### config.mk
export PLATFORM = sky130hd
export DESIGN_NAME = mspf_front
export DESIGN_NICKNAME = d
export VERILOG_FILES = /design/src/rtl/mspf_pkg.sv /design/src/rtl/mspf_front.sv
export SDC_FILE = /design/constraint.sdc
export NUM_CORES = 2
export LEC_CHECK = 0
export ABC_CLOCK_PERIOD_IN_PS = 17890
export BUFFER_PORTS_ARGS = -buffer_cell sky130_fd_sc_hd__buf_2
export CORE_UTILIZATION = 56
export DETAILED_ROUTE_END_ITERATION = 8
export GPL_TIMING_DRIVEN = 0
export PLACE_DENSITY = 0.75
export RECOVER_POWER = 100
export SYNTH_ARGS = -nofsm -noshare
export SYNTH_HDL_FRONTEND = slang
export SYNTH_SLANG_ARGS = --single-unit
export TNS_END_PERCENT = 100
### constraint.sdc
create_clock -name vclk -period 17.89
set_input_delay 2.6835 -clock vclk [all_inputs]
set_output_delay 2.6835 -clock vclk [all_outputs]
set_load 0.05 [all_outputs]
### src/rtl/mspf_pkg.sv
// Shared types, constants and helper function of the magnetoelectric spin pair field block.
`timescale 1ns / 1ps
package mspf_pkg;

  localparam int DispW  = 24;
  localparam int SpinW  = 16;
  localparam int RsqW   = 48;
  localparam int CutW   = 50;
  localparam int FieldW = 32;
  localparam int CountW = 11;

  // One classified neighbor pair as it travels from the front to the back.
  typedef struct packed {
    logic signed [DispW-1:0] dx;
    logic signed [DispW-1:0] dy;
    logic signed [DispW-1:0] dz;
    logic signed [SpinW-1:0] ox;
    logic signed [SpinW-1:0] oy;
    logic signed [SpinW-1:0] oz;
    logic signed [SpinW-1:0] nx;
    logic signed [SpinW-1:0] ny;
    logic signed [SpinW-1:0] nz;
    logic                    last;
    logic [RsqW-1:0]         rsq;
    logic                    zero;
    logic                    in_range;
  } item_t;

  // Configuration seen by the back end.
  typedef struct packed {
    logic signed [31:0] coupling;
    logic signed [15:0] dir_x;
    logic signed [15:0] dir_y;
    logic signed [15:0] dir_z;
    logic [30:0]        energy_scale;
    logic               energy_enable;
  } cfg_t;

  // Clamp a wide signed value to the signed 32-bit range.
  function automatic logic signed [FieldW-1:0] sat32(input logic signed [63:0] v);
    logic signed [63:0] hi;
    logic signed [63:0] lo;
    hi = 64'sh0000_0000_7FFF_FFFF;
    lo = -64'sh0000_0000_8000_0000;
    if (v > hi) return 32'sh7FFF_FFFF;
    if (v < lo) return 32'sh8000_0000;
    return v[FieldW-1:0];
  endfunction

endpackage

### src/rtl/mspf_front.sv
// Front end: forms the squared distance of a pair and classifies it.
`timescale 1ns / 1ps
module mspf_front (
  input  logic signed [23:0] disp_x,
  input  logic signed [23:0] disp_y,
  input  logic signed [23:0] disp_z,
  input  logic signed [15:0] own_spin_x,
  input  logic signed [15:0] own_spin_y,
  input  logic signed [15:0] own_spin_z,
  input  logic signed [15:0] nb_spin_x,
  input  logic signed [15:0] nb_spin_y,
  input  logic signed [15:0] nb_spin_z,
  input  logic               last_neighbor,
  input  logic [49:0]        cutoff_squared,
  output mspf_pkg::item_t    item
);

  logic signed [47:0] sq_x;
  logic signed [47:0] sq_y;
  logic signed [47:0] sq_z;
  logic [47:0]        rsq;

  // Squares are at most 2^46 each, so the sum of three fits 48 bits.
  assign sq_x = 48'(disp_x) * 48'(disp_x);
  assign sq_y = 48'(disp_y) * 48'(disp_y);
  assign sq_z = 48'(disp_z) * 48'(disp_z);
  assign rsq  = 48'(sq_x) + 48'(sq_y) + 48'(sq_z);

  // Pack the pair with its class for the queue.
  always_comb begin
    item.dx       = disp_x;
    item.dy       = disp_y;
    item.dz       = disp_z;
    item.ox       = own_spin_x;
    item.oy       = own_spin_y;
    item.oz       = own_spin_z;
    item.nx       = nb_spin_x;
    item.ny       = nb_spin_y;
    item.nz       = nb_spin_z;
    item.last     = last_neighbor;
    item.rsq      = rsq;
    item.zero     = (rsq == '0);
    item.in_range = (rsq != '0) && ({2'b00, rsq} <= cutoff_squared);
  end

endmodule

==> reports/results.ini <==
[die]
die_w_um=330
die_area_um2=109000
die_h_um=330
io_pins=438
core_um2=107000
rows=120
start_util=0.564

[placed_design]
port_buffers=334
gp_congestion=1.03
hpwl_um=168000

[timing]
worst_pin_slew_ns=1.10
hold_violations=0
grt_setup_unrepaired=false
max_slew_margin=0.260
setup_viol=0
post-route-min-period_ns=17.54
fmax_ghz=0.0570
period_share=0.981
slew_violations=0
setup_tns_ns=0

[layout]
multi_input_area_um2=50100
seq_area_um2=0
clock_buffers=0
area_growth_pct=5.37
nNetsFinal=9099
seq_cells=0
nFillCells=9290
drive_above_1_share=0.0562
post-route-util=0.595

[logic_synthesis]
syn-cell-area_um2=60300
ys_top_cells_by_count=inv_1 (2215), fa_1 (1843), nand2_1 (520)
syn_avg_cell_area_um2=9.60
yosysWarnings=0
yosysUniqueCellTypes=74
synth_fp_nets=8762
yosysTopAreaCell=fa_1
ys_top_cells_by_area=fa_1 (61%), inv_1 (14%), ha_1 (8.6%)
yosysSeqAreaShare=0
yosysMostFrequentCell=inv_1
synth_cells=6284
yosysTopAreaCellShare=0.612

[run_status]
outcome=finished, final reports clean

[worst_setup_path]
crit_slowest_cell=fa_2
cp_common_cell=fa_1
arrival_ns=14.86
required_ns=15.21
worst-path-max-fanout=12
critPathLaunchType=input port
max_stage_delay_ns=0.77
crit_type=input port to output pin
cp-end-kind=output pin

[flow_run]
drv_cap=0

[routing]
routed_wirelength_um=184000
first_iter_violations=3434
first_pass_iters=6
antenna_left=0
drc=0
via_per_inst=5.23
routedWlPerCell_um=22.9
vias=41921

[grt]
grt_max_degree=20
antenna_found_initial=9
grt_overflow_total=0
grt_pass1_wl_um=282000
grt_pass1_vias=45409
track_usage=0.355

[hold_path]
min_from=own_spin_y[5]
holdCritPathClass=input port to output pin
hold_depth=2
hold_end=item[120]

[clocking]
holdBufCountCts=0

worst max-delay path: cells and delay by family:
| family | cells | cell delay, ns |
|---|---|---|
| adder cells (fa/ha/maj) | 12 | 6.21 |
| AND/OR/NAND/NOR | 9 | 2.23 |
| buffers and inverters | 11 | 2.12 |
| AO/OA/AOI/OAI | 6 | 1.38 |
| XOR/XNOR | 1 | 0.21 |
final cells by class:
cell class / count / share of cell area
antenna: 1 / 0.0000394
buffer: 335 / 0.0302
inverter: 2224 / 0.131
timing repair buffer: 342 / 0.0234
multi-input combinational: 3718 / 0.787
tap: 1403 / 0.0276
kinds of logic after synthesis:
family / count (synthesis) / synth area share
buf+inv: 2566 / 0.170
fa+ha+maj: 2259 / 0.698
simple gates: 1130 / 0.0902
compound gates: 217 / 0.0251
xor+xnor: 104 / 0.0151
mux: 8 / 0.00145
cells in the final DEF, fill, tap and decap left out, drive strengths merged, types with 12 or more instances in the layout:
cell type,synthesis,final
nor2b,48,48
xor2,28,28
xnor2,76,76
a21o,40,40
inv,2219,2216
fa,1843,1843
or2,13,13
and2,289,289
clkbuf,164,352
nand2,520,520
nand4,16,16
nand2b,21,21
buf,178,325
nor2,134,134
nand3,23,23
a21oi,47,47
nor3,22,22
o21a,12,12
ha,416,416
o21ai,36,36
worst max path at each step:
| stage | from | end | slack, ns | cells after the start |
|---|---|---|---|---|
| 2_1_floorplan | disp_z[0] | item[0] | 1.43 | 36 |
| 3_3_place_gp | disp_z[0] | item[0] | -1.03 | 37 |
| 3_5_place_dp | disp_z[0] | item[0] | -0.93 | 37 |
| 4_1_cts | disp_z[23] | item[0] | 0.02 | 37 |
| 5_1_grt | disp_z[23] | item[0] | 0.009 | 39 |
| 6_report | disp_z[23] | item[0] | 0.35 | 39 |
stage by stage:
stage | instance area [um2] | hold slack, ns | setup slack (ns) | instances
final | 63600 | 5.75 | 0.347 | 8023
after global routing | 63600 | 5.76 | 0.00932 | 8023
after CTS | 63800 | 5.67 | 0.0211 | 8017
after detailed placement | 63800 | 5.67 | -0.929 | 8021
after global placement | 63800 | 5.67 | -1.03 | 8021
after floorplan | 60300 | 5.53 | 1.43 | 6284
per-layer routing:
layer  track usage  vias up  wire length [um]
li1              -    17948                 -
met1         0.509    21594             75700
met2         0.530     2023             80600
met3        0.0933      344             19800
met4         0.114       12              7590
met5             0        -                68
what timing repair did:
action / CTS / global route
endpoints found under the setup margin: 1 / 1
resized for setup: 7 / 22
setup buffers: 0 / 8
pin swaps: 0 / 1
Power is not shown: default switching activity piles up to over one toggle a cycle in this logic, so the estimate is an artifact.
