File: config.mk
export PLATFORM = sky130hd
export DESIGN_NAME = mspf_fifo
export DESIGN_NICKNAME = d
export VERILOG_FILES = /design/src/rtl/mspf_pkg.sv /design/src/rtl/mspf_fifo.sv
export SDC_FILE = /design/constraint.sdc
export NUM_CORES = 1
export LEC_CHECK = 0
export BUFFER_PORTS_ARGS = -buffer_cell sky130_fd_sc_hd__buf_2
export CORE_AREA = 5 5 167 201
export CTS_CLUSTER_SIZE = 40
export DETAILED_ROUTE_END_ITERATION = 7
export DIE_AREA = 0 0 172 206
export PLACE_DENSITY = 0.79
export SLEW_MARGIN = 10
export SYNTH_ARGS = -nofsm -noshare
export SYNTH_HDL_FRONTEND = slang
export SYNTH_SLANG_ARGS = --single-unit
File: constraint.sdc
create_clock -name clk -period 7.95 [get_ports clk]
set_input_delay 1.1925 -clock clk [delete_from_list [all_inputs] [get_ports clk]]
set_output_delay 1.1925 -clock clk [all_outputs]
set_load 0.03 [all_outputs]
File: src/rtl/mspf_pkg.sv
// Shared types, constants and helper function of the magnetoelectric spin pair field block.
`timescale 1ns / 1ps
package mspf_pkg;

  localparam int DispW  = 24;
  localparam int SpinW  = 16;
  localparam int RsqW   = 48;
  localparam int CutW   = 50;
  localparam int FieldW = 32;
  localparam int CountW = 11;

  // One classified neighbor pair as it travels from the front to the back.
  typedef struct packed {
    logic signed [DispW-1:0] dx;
    logic signed [DispW-1:0] dy;
    logic signed [DispW-1:0] dz;
    logic signed [SpinW-1:0] ox;
    logic signed [SpinW-1:0] oy;
    logic signed [SpinW-1:0] oz;
    logic signed [SpinW-1:0] nx;
    logic signed [SpinW-1:0] ny;
    logic signed [SpinW-1:0] nz;
    logic                    last;
    logic [RsqW-1:0]         rsq;
    logic                    zero;
    logic                    in_range;
  } item_t;

  // Configuration seen by the back end.
  typedef struct packed {
    logic signed [31:0] coupling;
    logic signed [15:0] dir_x;
    logic signed [15:0] dir_y;
    logic signed [15:0] dir_z;
    logic [30:0]        energy_scale;
    logic               energy_enable;
  } cfg_t;

  // Clamp a wide signed value to the signed 32-bit range.
  function automatic logic signed [FieldW-1:0] sat32(input logic signed [63:0] v);
    logic signed [63:0] hi;
    logic signed [63:0] lo;
    hi = 64'sh0000_0000_7FFF_FFFF;
    lo = -64'sh0000_0000_8000_0000;
    if (v > hi) return 32'sh7FFF_FFFF;
    if (v < lo) return 32'sh8000_0000;
    return v[FieldW-1:0];
  endfunction

endpackage

File: src/rtl/mspf_fifo.sv
// Short queue of classified pairs between the front and the back end.
`timescale 1ns / 1ps
module mspf_fifo #(
  parameter int Depth = 2
) (
  input  logic            clk,
  input  logic            rst,
  input  logic            wr,
  input  mspf_pkg::item_t wr_item,
  output logic            full,
  input  logic            rd,
  output mspf_pkg::item_t rd_item,
  output logic            empty
);

  localparam int AddrW  = (Depth > 1) ? $clog2(Depth) : 1;
  localparam int CountW = $clog2(Depth + 1);

  mspf_pkg::item_t    entries [Depth];
  logic [AddrW-1:0]   wr_ptr;
  logic [AddrW-1:0]   rd_ptr;
  logic [CountW-1:0]  count;
  logic               do_wr;
  logic               do_rd;

  assign full    = (count == CountW'(Depth));
  assign empty   = (count == '0);
  assign do_wr   = wr && !full;
  assign do_rd   = rd && !empty;
  assign rd_item = entries[rd_ptr];

  // Payload storage.
  always_ff @(posedge clk) begin
    if (do_wr) begin
      entries[wr_ptr] <= wr_item;
    end
  end

  // Pointers and fill count.
  always_ff @(posedge clk) begin
    if (rst) begin
      wr_ptr <= '0;
      rd_ptr <= '0;
      count  <= '0;
    end else begin
      if (do_wr) begin
        wr_ptr <= (wr_ptr == AddrW'(Depth - 1)) ? '0 : wr_ptr + 1'b1;
      end
      if (do_rd) begin
        rd_ptr <= (rd_ptr == AddrW'(Depth - 1)) ? '0 : rd_ptr + 1'b1;
      end
      if (do_wr && !do_rd) begin
        count <= count + 1'b1;
      end else if (do_rd && !do_wr) begin
        count <= count - 1'b1;
      end
    end
  end

  // The fill count never passes the depth.
  a_count_bound: assert property (@(posedge clk) disable iff (rst)
    count <= CountW'(Depth))
    else $error("queue count above depth");

  // A write on a full queue leaves the count unchanged unless a read frees room.
  a_no_overflow: assert property (@(posedge clk) disable iff (rst)
    (full && wr && !rd) |=> (count == CountW'(Depth)))
    else $error("queue overflowed");

  // A read of the only entry empties the queue when nothing is written.
  a_drain: assert property (@(posedge clk) disable iff (rst)
    (count == CountW'(1) && rd && !wr) |=> empty)
    else $error("queue did not drain");

endmodule

==> flow_summary.yaml, run 1 <==
sta:
  finalSetupViolCount: 0
  period_share_pct: 54.7
  clock-skew-final_ns: 0.0186
  max_freq_mhz: 230
  holdWs_ns: 0.513
  hold_violations: 0
  slew_headroom_pct: 26.8
  post-route-min-period_ns: 4.35
  rsz0062_at_grt: "no"
  worstMarginPinSlew_ns: 1.10
  fin_tns_setup_ns: 0
  drv_slew: 0
logic_synthesis:
  synth_edf_count: 438
  synth_compound_area_share_pct: 0.155
  ys_async_sr_fraction_pct: 0
  synthMuxAreaShare_pct: 15.3
  ys_ff_latch: 443
  yosysTopAreaCell: "edfxtp_1"
  yosysUniqueCellTypes: 14
  synth_xor_area_share_pct: 0.163
  synthAdderAreaFrac_pct: 0.0777
  yosysTopAreaCellShare_pct: 81.7
  synth.net_count: 930
  synth_area_leaders: "edfxtp_1 82%, mux2_2 15%, buf_6 1.6%"
  synth_top_family_by_area: "multiplexers"
  yosysSeqAreaShare_pct: 82.3
  syn-mean-instance-area_um2: 22.8
  yosys.area_share.simple_pct: 0.287
  yosysMostFrequentCell: "edfxtp_1"
  synth_area_um2: 16100
  yosysWarnings: 0
  netlist_instances: 706
  ys.flop_type: "edfxtp_1"
  yosys-top-cells-count: "438 x edfxtp_1, 219 x mux2_2, 23 x buf_6, 5 x dfxtp_1, 5 x nor2_1"
global_routing:
  grt_overflow_total: 0
  grt_pass1_wl_um: 49500
  grtUsageTotal_pct: 18.5
  grt_max_degree: 145
  first_global_vias: 8698
  antenna_found_initial: 9
placed_design:
  dp_hpwl_um: 23500
  port_buffers: 443
  gp_congestion: 0.787
  placed_cell_area_um2: 18600
die:
  ioPinCount: 444
  core_um2: 31300
  die_y_um: 206
  initial_utilization_pct: 51.5
  dieWidth_um: 172
  die-area_um2: 35400
  num_rows: 71
critical_path:
  start_kind: "flip-flop"
  r2r_cells: 4
  arrival_ns: 3.16
  rr_endpoint: "entries[0][206]"
  crit_required_ns: 6.76
  r2r_slack_ns: 4.70
  critPathKind: "reg -> out"
  end_kind: "output port"
  r2r-start: "count[0]"
  worstPathMaxFanout: 75
  cp-endpoint: "rd_item[206]"
finish:
  fin_nets: 1398
  fillers: 2171
  finish.instance_area_um2: 19900
  drive_gt1_share_pct: 60.3
  area_delta_synth_final_pct: 23.8
routing:
  wl_um: 34400
  dr.pass1.iters: 4
  drc: 0
  drt-initial-drc-count: 504
  num_vias: 8269
  viasPerCell: 5.11
  routedWlPerCell_um: 21.3
  route.antenna.remaining_nets: 0
clock_tree:
  numCtsBuffers: 42
  post-cts-setup-buffers: 0
  cts_hold_buf: 0
  clkSlewWorstSetupHoldPaths_ns: 0.06
  cts_sinks: 443
  cts.htree.levels: 2
  root_buffer: "clkbuf_16"
  clk_latency_ns: 0.53
  clock_path_buffers: 3
  cts_tree: "yes"
  cts_resized: 0
status:
  run_status: "completed"
power_and_ir_drop:
  power.total_w: 0.00700
  p_leak_nw: 7.40
  peakVddDrop_uv: 269
  pwr_density_cell_nw_per_um2: 351
hold_path:
  holdCritPathClass: "reg -> reg"
run:
  maxCapViolCount: 0
-- per-layer routing --
metal / wire length (um) / part of all wire, % / global-route usage, % / vias to the layer above
li1: - / - / - / 3771
met1: 12100 / 35 / 21.1 / 4088
met2: 18600 / 54 / 33.0 / 337
met3: 2480 / 7.2 / 4.71 / 71
met4: 1190 / 3.5 / 7.72 / 2
met5: 20 / 0.058 / 0 / -
-- critical path, cell delays in order (launching register included) --
cell	delay (ns)
dfxtp_4	1.01
buf_4	0.86
mux2_2	0.43
buf_2	0.19
-- final cells by class --
cell class | instances | area (um2) | area share, %
Antenna cell | 9 | 22.5 | 0.113
Clock buffer | 57 | 1190 | 5.97
Clock inverter | 20 | 123 | 0.615
Inverter | 2 | 15.0 | 0.0753
Multi-Input combinational cell | 237 | 2580 | 12.9
Sequential cell | 443 | 13300 | 66.5
Tap cell | 401 | 502 | 2.52
Timing Repair Buffer | 448 | 2250 | 11.3
-- logic make-up after synthesis --
logic type,Yosys count
AOI/OAI and AO/OA,5
xor gates and xnor gates,3
adders and majority gates,1
buffers and inverters,26
DFF,443
muxes,219
and+or+nand+nor,9
-- worst min-delay path by stage --
| stage | startpoint | to | slack [ns] | depth (start not counted) |
|---|---|---|---|---|
| 2_1_floorplan | wr_ptr | wr_ptr | 0.45 | 2 |
| 3_3_place_gp | rd_ptr | flip-flop | 0.48 | 2 |
| 3_5_place_dp | rd_ptr | flip-flop | 0.50 | 2 |
| 4_1_cts | rd_ptr | flip-flop | 0.52 | 2 |
| 5_1_grt | rd_ptr | rd_ptr | 0.55 | 2 |
| 6_report | rd_ptr | flip-flop | 0.51 | 2 |
-- registers in the layout (all words and copies together) (netlist names), named ones only --
| register | cells |
|---|---|
| wr_ptr | 1 |
| count | 2 |
| rd_ptr | 1 |
| entries | 438 |
-- metrics by stage --
| stage | cells | util [%] | setup WS (ns) |
|---|---|---|---|
| final | 1617 | 63.8 | 3.60 |
| after global routing | 1615 | 63.8 | 3.44 |
| after CTS | 1608 | 63.7 | 3.54 |
| after detailed placement | 1531 | 59.5 | 3.92 |
| after global placement | 1531 | 59.5 | 3.97 |
| after floorplan | 706 | - | 0.968 |
-- report_power, final --
part / switching, W / leakage, nW / internal [W] / total, W
combinational: 0.00137 / 2.63 / 0.000681 / 0.00205
clock: 0.000803 / 0.643 / 0.00108 / 0.00189
sequential: 0.000117 / 4.13 / 0.00294 / 0.00306
total: 0.00229 / 7.40 / 0.00471 / 0.00700
-- cells in the final DEF, fill, tap and decap left out --
master,count
buf_2,443
edfxtp_1,438
mux2_2,219
clkbuf_16,45
clkbuf_1,10
clkinv_1,10
diode_2,9
clkinv_2,6
nor2_1,5
buf_4,5
dfxtp_1,4
o21ai_0,3
xor2_1,3
or3_1,2
a21oi_1,2
clkbuf_8,2
inv_1,1
nor2b_2,1
and2_4,1
inv_8,1
ha_1,1
dfxtp_4,1
clkinvlp_4,1
inv_6,1
clkinv_4,1
bufinv_16,1
Power figures use the tool's default switching activity.
==> run 2: changes to the inputs <==
--- a/config.mk
+++ b/config.mk
@@ -5,12 +5,13 @@
 export SDC_FILE = /design/constraint.sdc
 export NUM_CORES = 1
 export LEC_CHECK = 0
+export ABC_AREA = 1
 export BUFFER_PORTS_ARGS = -buffer_cell sky130_fd_sc_hd__buf_2
-export CORE_AREA = 5 5 167 201
+export CORE_AREA = 5 5 176 212
 export CTS_CLUSTER_SIZE = 40
 export DETAILED_ROUTE_END_ITERATION = 7
-export DIE_AREA = 0 0 172 206
-export PLACE_DENSITY = 0.79
+export DIE_AREA = 0 0 181 217
+export PLACE_DENSITY = 0.75
 export SLEW_MARGIN = 10
 export SYNTH_ARGS = -nofsm -noshare
 export SYNTH_HDL_FRONTEND = slang
==> constraint.sdc (replaced) <==
create_clock -name clk -period 3.5 [get_ports clk]
set_input_delay 0.525 -clock clk [delete_from_list [all_inputs] [get_ports clk]]
set_output_delay 0.525 -clock clk [all_outputs]
set_load 0.03 [all_outputs]
==> run 2 against run 1 <==
Cell count grew 4.9%; critical path depth is the same; count of clock-buffer cells in the layout shrank 9.
==> flow_summary.yaml, run 2 <==
status:
  run_status: "completed"
critical_path:
  worstPathMaxFanout: 94
  crit_required_ns: 2.97
  slowest_delay_ns: 0.53
  crit_buf_inv: 2
  arrival_ns: 2.22
  start_kind: "flip-flop"
  cpMaxStageDelayCell: "dfxtp_4"
  crit_chain: "buf_12, mux2_2, buf_2"
  path_delay_family: "buffers and inverters"
  end_kind: "output port"
  critPathKind: "reg -> out"
die:
  core_um2: 34800
  ioPinCount: 444
  num_rows: 75
  die-area_um2: 39300
  dieWidth_um: 181
  initial_utilization_pct: 46.5
  die_y_um: 217
logic_synthesis:
  netlist_instances: 718
  ys.flop_type: "edfxtp_1"
  yosysTopAreaCell: "edfxtp_1"
  yosysUniqueCellTypes: 15
  synth_area_leaders: "edfxtp_1 81%, mux2_2 15%, clkbuf_8 1.8%"
  ys_async_sr_fraction_pct: 0
  syn-mean-instance-area_um2: 22.5
  yosysMostFrequentCell: "edfxtp_1"
  yosysWarnings: 0
  yosysTopAreaCellShare_pct: 81.3
  synth_edf_count: 438
  ys_ff_latch: 443
  yosysSeqAreaShare_pct: 81.9
  synth_area_um2: 16200
  synth.net_count: 942
  yosys-top-cells-count: "438 x edfxtp_1, 219 x mux2_2, 21 x clkbuf_8, 9 x inv_1, 9 x nor2_1"
sta:
  drv_slew: 0
  slew_headroom_pct: 43.4
  clock-skew-final_ns: 0.0100
  finalSetupViolCount: 0
  worstMarginPinSlew_ns: 0.847
  rsz0062_at_grt: "no"
  layout_setup_ws_ns: 0.757
  max_freq_mhz: 365
  hold_violations: 0
  period_share_pct: 78.4
  post-route-min-period_ns: 2.74
finish:
  fillers: 2619
  regMostFlops: "entries"
  final_cells: 1696
  finish.instance_area_um2: 20200
  fin_nets: 1423
  area_delta_synth_final_pct: 25.0
  drive_gt1_share_pct: 60.1
  largest_register_ffs: 438
  layout.cells.most_common: "buf_2"
  layout_common_cells: "443 x buf_2, 438 x edfxtp_1, 219 x mux2_2"
  top_regs: "entries x438, count x2"
power_and_ir_drop:
  switching_share_pct: 31.7
  p_int_w: 0.0105
  p_sw_w: 0.00488
  p_leak_nw: 7.51
  power_frac_comb_pct: 28.1
  clkPwrFrac_pct: 27.2
  peakVddDrop_uv: 530
  pwr_density_cell_nw_per_um2: 761
  seqPwrFrac_pct: 44.7
placed_design:
  placed_cell_area_um2: 18900
  port_buffers: 443
  place_ws_ns: 1.31
  dp_cells: 1617
  gp_congestion: 0.790
  dp_hpwl_um: 24500
routing:
  drc: 0
  viasPerCell: 4.93
  routedWlPerCell_um: 20.6
  num_vias: 8362
  drt-initial-drc-count: 423
  wl_um: 34900
  route.antenna.remaining_nets: 0
  dr.pass1.iters: 4
clock_tree:
  clock_path_buffers: 3
  clkSlewWorstSetupHoldPaths_ns: 0.06
  clk_latency_ns: 0.52
  cts_sinks: 443
  cts_tree: "yes"
  post-cts-setup-buffers: 0
  cts_hold_buf: 0
  cts_resized: 0
  numCtsBuffers: 42
  cts.htree.levels: 2
  root_buffer: "clkbuf_16"
run:
  maxCapViolCount: 0
global_routing:
  first_global_vias: 9188
  grt_pass1_wl_um: 52000
  grt_max_degree: 99
  grtUsageTotal_pct: 17.1
  antenna_found_initial: 8
  grt_overflow_total: 0
hold_path:
  holdCritPathClass: "in -> reg"
## run 2: cell types whose count changed after synthesis, sizes merged, moves of 3 or more
cell	previous run	this run
xor2	3	0
nor2	5	9
inv	2	9
buf	24	3
nand2	0	4
clkbuf	0	21
## run 2: worst reg2reg max path: cells and delay by family (launching register included)
| family | cells | cell delay (ns) |
|---|---|---|
| AOI/OAI and AO/OA | 1 | 0.13 |
| buffers and inverters | 1 | 0.45 |
| DFF | 1 | 0.46 |
| and+or+nand+nor | 1 | 0.66 |
## run 2: metrics by stage
step           power, W  utilization (%)  hold slack [ns]  TNS, ns
6_report         0.0154             58.1            0.178        0
5_1_grt          0.0161             58.1            0.143        0
4_1_cts          0.0156             58.1            0.144        0
3_5_place_dp     0.0114             54.4            0.532        0
3_3_place_gp     0.0113             54.4            0.520        0
2_1_floorplan    0.0102                -            0.511  -334.53
## run 2: kinds of logic (layout without fill, tap and decap cells)
logic type / count (synthesis) / in the layout / synth area share (%)
multiplexers: 219 / 219 / 15.2
AND/OR/NAND/NOR: 16 / 16 / 0.410
other: 0 / 5 / 0
buffers and inverters: 33 / 544 / 2.20
flip-flops: 443 / 443 / 81.9
adder cells (fa/ha/maj): 1 / 1 / 0.0773
AO/OA/AOI/OAI: 6 / 6 / 0.185
## run 2: final timing paths
kind	from	end	slack, ns	cells past startpoint
setup / recovery	flip-flop	rd_item[81]	0.76	3
setup reg to reg	count[0]	entries[1][176]	1.46	3
hold / removal	wr_item[75]	entries[0][75]	0.18	1
hold reg to reg	wr_ptr	wr_ptr	0.53	2
## run 2: layout make-up
| cell class | instances | area (um2) | area share [%] |
|---|---|---|---|
| Inverter | 9 | 33.8 | 0.167 |
| Multi-Input combinational cell | 242 | 2600 | 12.9 |
| Timing Repair Buffer | 461 | 2480 | 12.2 |
| Sequential cell | 443 | 13300 | 65.5 |
| Tap cell | 462 | 578 | 2.86 |
| Antenna cell | 5 | 12.5 | 0.0619 |
| Clock buffer | 48 | 1090 | 5.41 |
| Clock inverter | 26 | 173 | 0.854 |
## run 2: power groups by stage
stage | registers [W] | clock network (W) | logic [W]
final | 0.00689 | 0.00419 | 0.00433
after global placement | 0.00696 | 0 | 0.00432
after CTS | 0.00690 | 0.00430 | 0.00438
after floorplan | 0.00700 | 0 | 0.00319
after global routing | 0.00695 | 0.00456 | 0.00455
after detailed placement | 0.00701 | 0 | 0.00436
## run 2: per-layer routing
layer,vias to the layer above,track usage (%),part of all wire [%],routed length [um]
met5,-,0,0.060,21
met4,4,6.01,3.2,1100
met3,64,4.66,7.1,2490
met2,318,31.9,55,19100
met1,4159,18.8,35,12200
li1,3817,-,-,-
